File: src/lskr_pkg.sv
// shared types and operation codes for the keyed-removal lifo store
package lskr_pkg;

    typedef enum logic {
        OP_PUSH   = 1'b0,
        OP_REMOVE = 1'b1
    } op_t;

    typedef struct packed {
        logic push;
        logic remove;
        logic occupied;
        logic slot_free;
    } cell_ctrl_t;

endpackage

File: src/lskr_cell.sv
// one storage cell of the lifo chain: holds a key, compares and shifts down
module lskr_cell
    import lskr_pkg::*;
#(
    parameter int KEY_BITS = 16
) (
    input  logic                aclk,
    input  cell_ctrl_t          ctrl,
    input  logic                found,
    input  logic [KEY_BITS-1:0] key,
    input  logic [KEY_BITS-1:0] up_key,
    input  logic                above_in,
    output logic                above_out,
    output logic [KEY_BITS-1:0] key_out
);

    logic [KEY_BITS-1:0] key_reg;
    logic [KEY_BITS-1:0] key_next;
    logic                match;

    assign match     = ctrl.remove && ctrl.occupied && (key_reg == key);
    assign above_out = above_in || match;
    assign key_out   = key_reg;

    always_comb begin
        key_next = key_reg;
        if (ctrl.push && ctrl.slot_free) begin
            key_next = key;
        end else if (ctrl.remove && found && !above_in) begin
            key_next = up_key;
        end
    end

    always_ff @(posedge aclk) begin
        key_reg <= key_next;
    end

endmodule

File: src/lifo_store_with_keyed_removal_unit.sv
// top level of the bounded lifo store with removal by key
// the result of an input transfer is registered and shown on the master side in the cycle after it
// throughput: one item per cycle while results are taken; the whole cell row compares and shifts at once
// a stalled result holds off new input until it is taken or taken in the same cycle
// reset: synchronous active-low aresetn empties the store and clears the output valid
// cell contents are not reset; only places below the count are compared against a key
module lifo_store_with_keyed_removal_unit
    import lskr_pkg::*;
#(
    parameter int CAPACITY = 16,
    parameter int KEY_BITS = 16
) (
    input  logic        aclk,
    input  logic        aresetn,
    input  logic        s_tvalid,
    output logic        s_tready,
    input  logic [15:0] s_tdata,   // key
    input  logic [0:0]  s_tuser,   // operation
    output logic        m_tvalid,
    input  logic        m_tready,
    output logic [7:0]  m_tdata,   // occupancy, zero fill
    output logic [0:0]  m_tuser    // success
);

    localparam int CNT_W = $clog2(CAPACITY + 1);

    logic [CNT_W-1:0]    count_reg;
    logic [CNT_W-1:0]    count_next;
    logic                out_valid_reg;
    logic                out_valid_next;
    logic                success_reg;
    logic                success_next;
    logic [4:0]          occ_reg;
    logic [4:0]          occ_next;

    logic                s_fire;
    op_t                 op;
    logic [KEY_BITS+15:0] key_ext;
    logic [KEY_BITS-1:0] key;
    logic                not_full;
    logic                found;
    logic [CNT_W+4:0]    count_ext;

    logic [CAPACITY:0]   above;
    logic [KEY_BITS-1:0] cell_keys [CAPACITY];

    assign s_tready = !out_valid_reg || m_tready;
    assign s_fire   = s_tvalid && s_tready;
    assign op       = op_t'(s_tuser[0]);
    assign key_ext  = {{KEY_BITS{1'b0}}, s_tdata};
    assign key      = key_ext[KEY_BITS-1:0];
    assign not_full = count_reg < CNT_W'(CAPACITY);

    assign above[CAPACITY] = 1'b0;
    assign found           = above[0];

    for (genvar i = 0; i < CAPACITY; i++) begin : g_cell
        cell_ctrl_t          ctrl;
        logic [KEY_BITS-1:0] up_key;

        assign ctrl.push      = s_fire && (op == OP_PUSH);
        assign ctrl.remove    = s_fire && (op == OP_REMOVE);
        assign ctrl.occupied  = CNT_W'(i) < count_reg;
        assign ctrl.slot_free = CNT_W'(i) == count_reg;

        if (i == CAPACITY - 1) begin : g_top
            assign up_key = cell_keys[i];
        end else begin : g_mid
            assign up_key = cell_keys[i+1];
        end

        lskr_cell #(
            .KEY_BITS (KEY_BITS)
        ) u_cell (
            .aclk      (aclk),
            .ctrl      (ctrl),
            .found     (found),
            .key       (key),
            .up_key    (up_key),
            .above_in  (above[i+1]),
            .above_out (above[i]),
            .key_out   (cell_keys[i])
        );
    end

    always_comb begin
        count_next     = count_reg;
        success_next   = success_reg;
        out_valid_next = out_valid_reg;
        if (m_tready) begin
            out_valid_next = 1'b0;
        end
        if (s_fire) begin
            out_valid_next = 1'b1;
            if (op == OP_PUSH) begin
                success_next = not_full;
                if (not_full) begin
                    count_next = count_reg + CNT_W'(1);
                end
            end else begin
                success_next = found;
                if (found) begin
                    count_next = count_reg - CNT_W'(1);
                end
            end
        end
        count_ext = {5'd0, count_next};
        occ_next  = s_fire ? count_ext[4:0] : occ_reg;
    end

    always_ff @(posedge aclk) begin
        if (!aresetn) begin
            count_reg     <= '0;
            out_valid_reg <= 1'b0;
        end else begin
            count_reg     <= count_next;
            out_valid_reg <= out_valid_next;
        end
        success_reg <= success_next;
        occ_reg     <= occ_next;
    end

    assign m_tvalid   = out_valid_reg;
    assign m_tdata    = {3'd0, occ_reg};
    assign m_tuser[0] = success_reg;

    a_count_bound: assert property (@(posedge aclk) disable iff (!aresetn)
        count_reg <= CNT_W'(CAPACITY))
        else $error("store count above capacity");

    a_push_grows: assert property (@(posedge aclk) disable iff (!aresetn)
        s_fire && (op == OP_PUSH) && not_full |=>
            (count_reg == $past(count_reg) + CNT_W'(1)) && m_tvalid && m_tuser[0])
        else $error("push into a non-full store did not grow it");

    a_remove_result: assert property (@(posedge aclk) disable iff (!aresetn)
        s_fire && (op == OP_REMOVE) |=>
            (m_tuser[0] == (count_reg != $past(count_reg))))
        else $error("removal success disagrees with count change");

endmodule

File: config.mk
export PLATFORM = sky130hd
export DESIGN_NAME = lifo_store_with_keyed_removal_unit
export DESIGN_NICKNAME = d
export VERILOG_FILES = /design/src/lskr_pkg.sv /design/src/lskr_cell.sv /design/src/lifo_store_with_keyed_removal_unit.sv
export SDC_FILE = /design/constraint.sdc
export NUM_CORES = 1
export LEC_CHECK = 0
export BUFFER_PORTS_ARGS = -buffer_cell sky130_fd_sc_hd__clkbuf_2
export CAP_MARGIN = 40
export CORE_MARGIN = 3
export CORE_UTILIZATION = 65
export DETAILED_ROUTE_END_ITERATION = 8
export PLACE_DENSITY = 0.82
export SYNTH_ARGS = -nofsm -noshare
export SYNTH_HDL_FRONTEND = slang
export SYNTH_SLANG_ARGS = --single-unit
export TNS_END_PERCENT = 100
File: constraint.sdc
create_clock -name aclk -period 10.34 [get_ports aclk]
set_input_delay 3.102 -clock aclk [delete_from_list [all_inputs] [get_ports aclk]]
set_output_delay 3.102 -clock aclk [all_outputs]
set_load 0.02 [all_outputs]
==> results of run 1 <==
-- final cells by class --
class                      count  area [µm²]  area share
clock buffer                  36       782.0     0.04691
multi-input combinational    822        6922      0.4152
timing repair buffer          58       396.6     0.02379
inverter                      11       41.29    0.002477
tap                          313       391.6     0.02349
clock inverter                16       150.1    0.009006
sequential                   268        7988      0.4791
-- logic make-up (layout without fill, tap and decap cells) --
kind of cell    after synthesis  count (layout)  synth area share
compound gates               44              44           0.02207
xor+xnor                    259             259            0.1471
fa+ha+maj                     6               6          0.004869
buf+inv                     105             121           0.03384
flops                       268             268            0.5181
mux                         240             240            0.1753
other cells                   1               3         0.0002432
simple gates                270             270           0.09852
-- worst max-delay path, delay by kind of cell --
| kind | cells | cell delay [ns] |
|---|---|---|
| buf+inv | 3 | 0.33 |
| simple gates | 1 | 0.57 |
-- per-layer routing --
metal,vias to the layer above,track usage
li1,4420,-
met2,466,0.4669
met5,-,0
met3,88,0.04617
met4,0,0.07574
met1,4863,0.3986
-- placed cells by master, fill, tap and decap left out, drive strengths merged, types with 3 or more instances in the layout --
master / count
a2111oi: 4
a21oi: 4
a22oi: 3
a41o: 4
and2: 3
and3: 6
buf: 30
bufinv: 3
clkbuf: 64
clkinv: 13
conb: 3
dfxtp: 6
edfxtp: 262
ha: 6
inv: 11
mux2: 240
nand2: 52
nand3: 20
nand3b: 3
nand4: 43
nand4b: 7
nor2: 40
nor3: 19
nor4: 45
o21ai: 8
o21bai: 3
or3b: 4
or4: 10
or4b: 5
xnor2: 128
xor2: 131
-- power by group through the flow --
stage	logic [W]	registers, W	clock network, W
2_1_floorplan	0.000122	0.00121	0
3_3_place_gp	0.000160	0.00122	0
3_5_place_dp	0.000164	0.00122	0
4_1_cts	0.000165	0.00119	0.00102
5_1_grt	0.000179	0.00119	0.00107
6_report	0.000169	0.00119	0.00101
-- final timing paths --
| path | start | to | slack [ns] | cells past startpoint |
|---|---|---|---|---|
| worst max-delay path | m_tready | s_tready | 3.24 | 4 |
| worst min register to register | g_cell[4].u_cell.key_out[9]$_DFFE_PP_ | g_cell[3].u_cell.key_out[9]$_DFFE_PP_ | 0.60 | 1 |
| worst max register to register | m_tvalid$_SDFFE_PN0P_ | g_cell[13].u_cell.key_out[0]$_DFFE_PP_ | 6.27 | 10 |
| worst min-delay path | g_cell[4].u_cell.key_out[9]$_DFFE_PP_ | g_cell[3].u_cell.key_out[9]$_DFFE_PP_ | 0.60 | 1 |
-- stage by stage --
stage | worst slack, ns | std cells | utilization | hold WS [ns] | instance area [µm²]
2_1_floorplan | 3.561 | 1195 | - | 0.5723 | 15430
3_3_place_gp | 3.172 | 1466 | 0.6814 | 0.5765 | 15660
3_5_place_dp | 3.274 | 1471 | 0.6841 | 0.5838 | 15720
4_1_cts | 3.265 | 1523 | 0.7247 | 0.6035 | 16660
5_1_grt | 3.180 | 1524 | 0.7253 | 0.6180 | 16670
6_report | 3.238 | 1524 | 0.7253 | 0.5990 | 16670
==> impl_metrics.yaml, run 1 <==
logic_synthesis:
  synth_common_cells: "262 x edfxtp_1, 240 x mux2_2, 131 x xor2_1"
  synth-edff-count: 262
  synth.most_common_cell: "edfxtp_1"
  syn_inst: 1193
  ys.flop_type: "edfxtp_1"
  yosys-top-cells-area: "edfxtp_1 51%, mux2_2 18%, xor2_1 7.4%, xnor2_1 7.3%, nand4_1 1.7%"
  ys_ff_latch: 268
  yosysUniqueCellTypes: 61
  ys_warn_count: 0
  yosysTopAreaCell: "edfxtp_1"
  ys_async_sr_fraction: 0
  synth_top_area_share: 0.5103
  yosysSeqAreaShare: 0.5181
  synth.avg_cell_area_um2: 12.92
  synth_area_um2: 15420
worst_setup_path:
  cp-end-kind: "primary output"
  critical_path_class: "input pin to primary output"
  crit_path_max_fanout: 7
  slowest_delay_ns: 0.57
  path_common_cell: "clkbuf_2"
  cp_slowest_cell: "nor2b_1"
  worstPathArrival_ns: 4.00
  path_cells: "clkbuf_2, nor2b_1, inv_2, clkbuf_2"
  cp-start-kind: "input pin"
  cp_data_required_time_ns: 7.24
placed_design:
  io_buffers: 28
  gp_congestion: 0.9848
  dp_hpwl_mm: 25.04
timing:
  grt_setup_unrepaired: "false"
  fin_skew_ns: 0.01213
  tightest_slew_ns: 0.8924
  fin_tns_setup_ns: 0
  min_period_ns: 7.102
  max_freq_mhz: 140.8
  hold_violations: 0
  relSlewSlack: 0.4050
  fin_crit_sh: 0.6868
  final-max-slew-violation-count: 0
  setup_viol: 0
drt:
  drt_iter0_markers: 1143
  ant_nets: 0
  topRoutingLayerUsed: "met4"
  wl_met2_mm: 17.79
  dr_wl_met3_mm: 2.777
  wl_mm: 36.97
  wl_met1_mm: 15.48
  drcViolationCount: 0
  wl_per_cell_um: 24.26
  viasPerCell: 6.455
  vias: 9837
  dr.pass1.iters: 8
global_routing:
  antenna_found_initial: 0
  track_usage: 0.2845
  grt_max_degree: 34
  grt.overflow.total: 0
  grt_pass1_vias: 9845
  grt_pass1_wl_mm: 57.15
cells_and_area:
  fill_cells: 1570
  drive_gt1_frac: 0.2956
  antenna_cells: 0
  nets: 1216
  largest_reg_flops: 256
  areaGrowthSynthToFinish_pct: 8.123
power_and_ir_drop:
  leakage_nw: 5.561
  pwr-share-clk: 0.427
  seqPwrFrac: 0.502
  comb_power_share: 0.071
  finalPower_w: 0.002375
  switching_power_w: 0.0005268
  max-vdd-ir-drop_v: 0.0001243
  intPower_w: 0.001848
  sw_frac_of_total: 0.2218
  powerDensity_nw_per_um2: 142.5
clocking:
  cts.repair.resized: 0
  cts_buffers: 28
  clk_latency_ns: 0.54
  cts_num_sinks: 268
  root_buffer: "clkbuf_16"
  hold_buffers: 0
  clkTransAtPathRegs_ns: 0.06
  tritoncts: "built"
  clockBufferDepth: 3
  htreeDepth: 1
  cts_post_setup_buffers_inserted: 0
floorplanning:
  initial_core_util: 0.6708
  die_y_um: 160.0
  rows: 55
  io_pins: 32
  die_w_um: 160.0
  core_region_area_um2: 22980
  dieArea_um2: 25600
job:
  drv_cap: 0
status:
  status: "completed"
min_path:
  hold_path.class: "register to register"
No activity file was read; power rests on OpenSTA's default activity.
==> inputs of run 2 (changes only) <==
CORE_UTILIZATION = 57   (was 65)
PLACE_DENSITY = 0.76   (was 0.82)
clock period = 6.3 ns   (was 10.34 ns; I/O delays follow)
==> run 2 against run 1 <==
  * Design area is 1.0% higher
  * Utilization fell by 8.6 points
  * Die area rose by 13%
  * Via count decreased by 0.35%
  * Critical path depth grew 6
  * Cell count up 2.8%
  * Critical path type is now input pin to register
  * Largest power group unchanged
  * Highest routed layer unchanged
==> impl_metrics.yaml, run 2 (same netlist as run 1, synthesis figures left out) <==
power_and_ir_drop:
  pwr-share-clk: 0.426
  powerDensity_nw_per_um2: 232.0
  leakage_nw: 5.638
  intPower_w: 0.003018
  switching_power_w: 0.0008887
  seqPwrFrac: 0.501
  max-vdd-ir-drop_v: 0.0001936
  sw_frac_of_total: 0.2275
  comb_power_share: 0.074
clocking:
  tritoncts: "built"
  cts.repair.resized: 0
  clkTransAtPathRegs_ns: 0.06
  clk_latency_ns: 0.55
  htreeDepth: 1
  cts_num_sinks: 268
  cts_buffers: 30
  root_buffer: "clkbuf_16"
  clockBufferDepth: 3
  hold_buffers: 0
  cts_post_setup_buffers_inserted: 0
timing:
  grt_setup_unrepaired: "false"
  relSlewSlack: 0.4057
  min_period_ns: 5.158
  fin_skew_ns: 0.01479
  fin_tns_setup_ns: 0
  layout_setup_ws_ns: 1.142
  final-max-slew-violation-count: 0
  hold_violations: 0
  tightest_slew_ns: 0.8914
  worst_hold_slack_ns: 0.6033
  fin_crit_sh: 0.8188
  setup_viol: 0
  max_freq_mhz: 193.9
placed_design:
  place_inst: 1510
  dp_hpwl_mm: 27.28
  gp_congestion: 0.9689
  io_buffers: 28
  pre_cts_ws_ns: 0.5915
worst_setup_path:
  cp-end-kind: "register"
  worstPathArrival_ns: 5.29
  cp_data_required_time_ns: 6.44
  cp-start-kind: "input pin"
  crit_path_max_fanout: 22
  critical_path_class: "input pin to register"
floorplanning:
  die_y_um: 170.5
  rows: 59
  die_w_um: 170.5
  initial_core_util: 0.5851
  dieArea_um2: 29060
  core_region_area_um2: 26350
  io_pins: 32
cells_and_area:
  postLayoutCoreUtil: 0.6389
  instances_no_fill: 1566
  multi_input_area_um2: 6922
  nets: 1234
  areaGrowthSynthToFinish_pct: 9.210
  largest_reg_flops: 256
  fill_cells: 1994
  drive_gt1_frac: 0.3006
  antenna_cells: 0
  mostFrequentLayoutCells: "262 x edfxtp_1, 240 x mux2_2, 131 x xor2_1"
  final_common_cell: "edfxtp_1"
  area.sequential_um2: 7988
global_routing:
  grt_pass1_vias: 9679
  grt_max_degree: 27
  grt_pass1_wl_mm: 57.50
  grt.overflow.total: 0
  track_usage: 0.2593
  antenna_found_initial: 0
drt:
  dr.pass1.iters: 7
  wl_per_cell_um: 24.17
  drt_iter0_markers: 870
  ant_nets: 0
  wl_mm: 37.86
  vias: 9803
  drcViolationCount: 0
  viasPerCell: 6.260
status:
  status: "completed"
min_path:
  hold_path.class: "register to register"
job:
  drv_cap: 0
run 2: changes by cell type in the layout (fill, tap and decap cells not counted):
cell       previous run  this run
clkbuf_16            29        31
bufinv_16             3         2
clkinv_1              4        11
buf_6                 2         1
buf_4                25        40
buf_12                0         2
clkbuf_8              3         0
clkbuf_1              4         5
clkinv_2              9         7
run 2: metal layers:
metal	track usage	share of wire	up-vias
met5	0	0	-
met2	0.4152	0.46	395
met1	0.3714	0.44	4888
met4	0.06702	0.025	0
li1	-	-	4450
met3	0.04344	0.073	70
run 2: power groups by stage:
| stage | logic (W) | clock network (W) | registers, W |
|---|---|---|---|
| global placement | 0.000277 | 0 | 0.00199 |
| detailed placement | 0.000283 | 0 | 0.00199 |
| global route | 0.000308 | 0.00175 | 0.00196 |
| CTS | 0.000285 | 0.00168 | 0.00196 |
| finish | 0.000287 | 0.00166 | 0.00196 |
| floorplan | 0.000199 | 0 | 0.00199 |
run 2: critical path, stage by stage:
cell and delay (ns):
clkbuf_2 0.49, buf_4 0.33, xor2_1 0.21, nor4_1 0.07
nand2_1 0.09, nor4_1 0.07, nor4_1 0.70, nand4_1 0.61
nand3_1 0.35, nand2_1 0.45
run 2: path summary, 6_finish.rpt:
check,start,end,slack (ns),depth (start not counted)
worst max-delay path,s_tdata[6],g_cell[11].u_cell.key_out[11]$_DFFE_PP_,1.14,10
worst min-delay path,g_cell[7].u_cell.key_out[14]$_DFFE_PP_,g_cell[6].u_cell.key_out[14]$_DFFE_PP_,0.60,1
worst max register to register,count_reg[2]$_SDFF_PN0_,g_cell[11].u_cell.key_out[11]$_DFFE_PP_,2.15,8
worst min register to register,g_cell[7].u_cell.key_out[14]$_DFFE_PP_,g_cell[6].u_cell.key_out[14]$_DFFE_PP_,0.60,1
run 2: area by class of cell:
cell class | count | area share
Inverter | 11 | 0.002452
Clock inverter | 20 | 0.008099
Tap cell | 335 | 0.02489
Multi-Input combinational cell | 822 | 0.4111
Sequential cell | 268 | 0.4744
Timing Repair Buffer | 74 | 0.03195
Clock buffer | 36 | 0.04718
run 2: stage by stage:
stage	power [W]	cell area (µm²)
floorplan	0.002193	15430
global placement	0.002270	15850
detailed placement	0.002277	15910
CTS	0.003921	16840
global route	0.004019	16840
finish	0.003907	16840
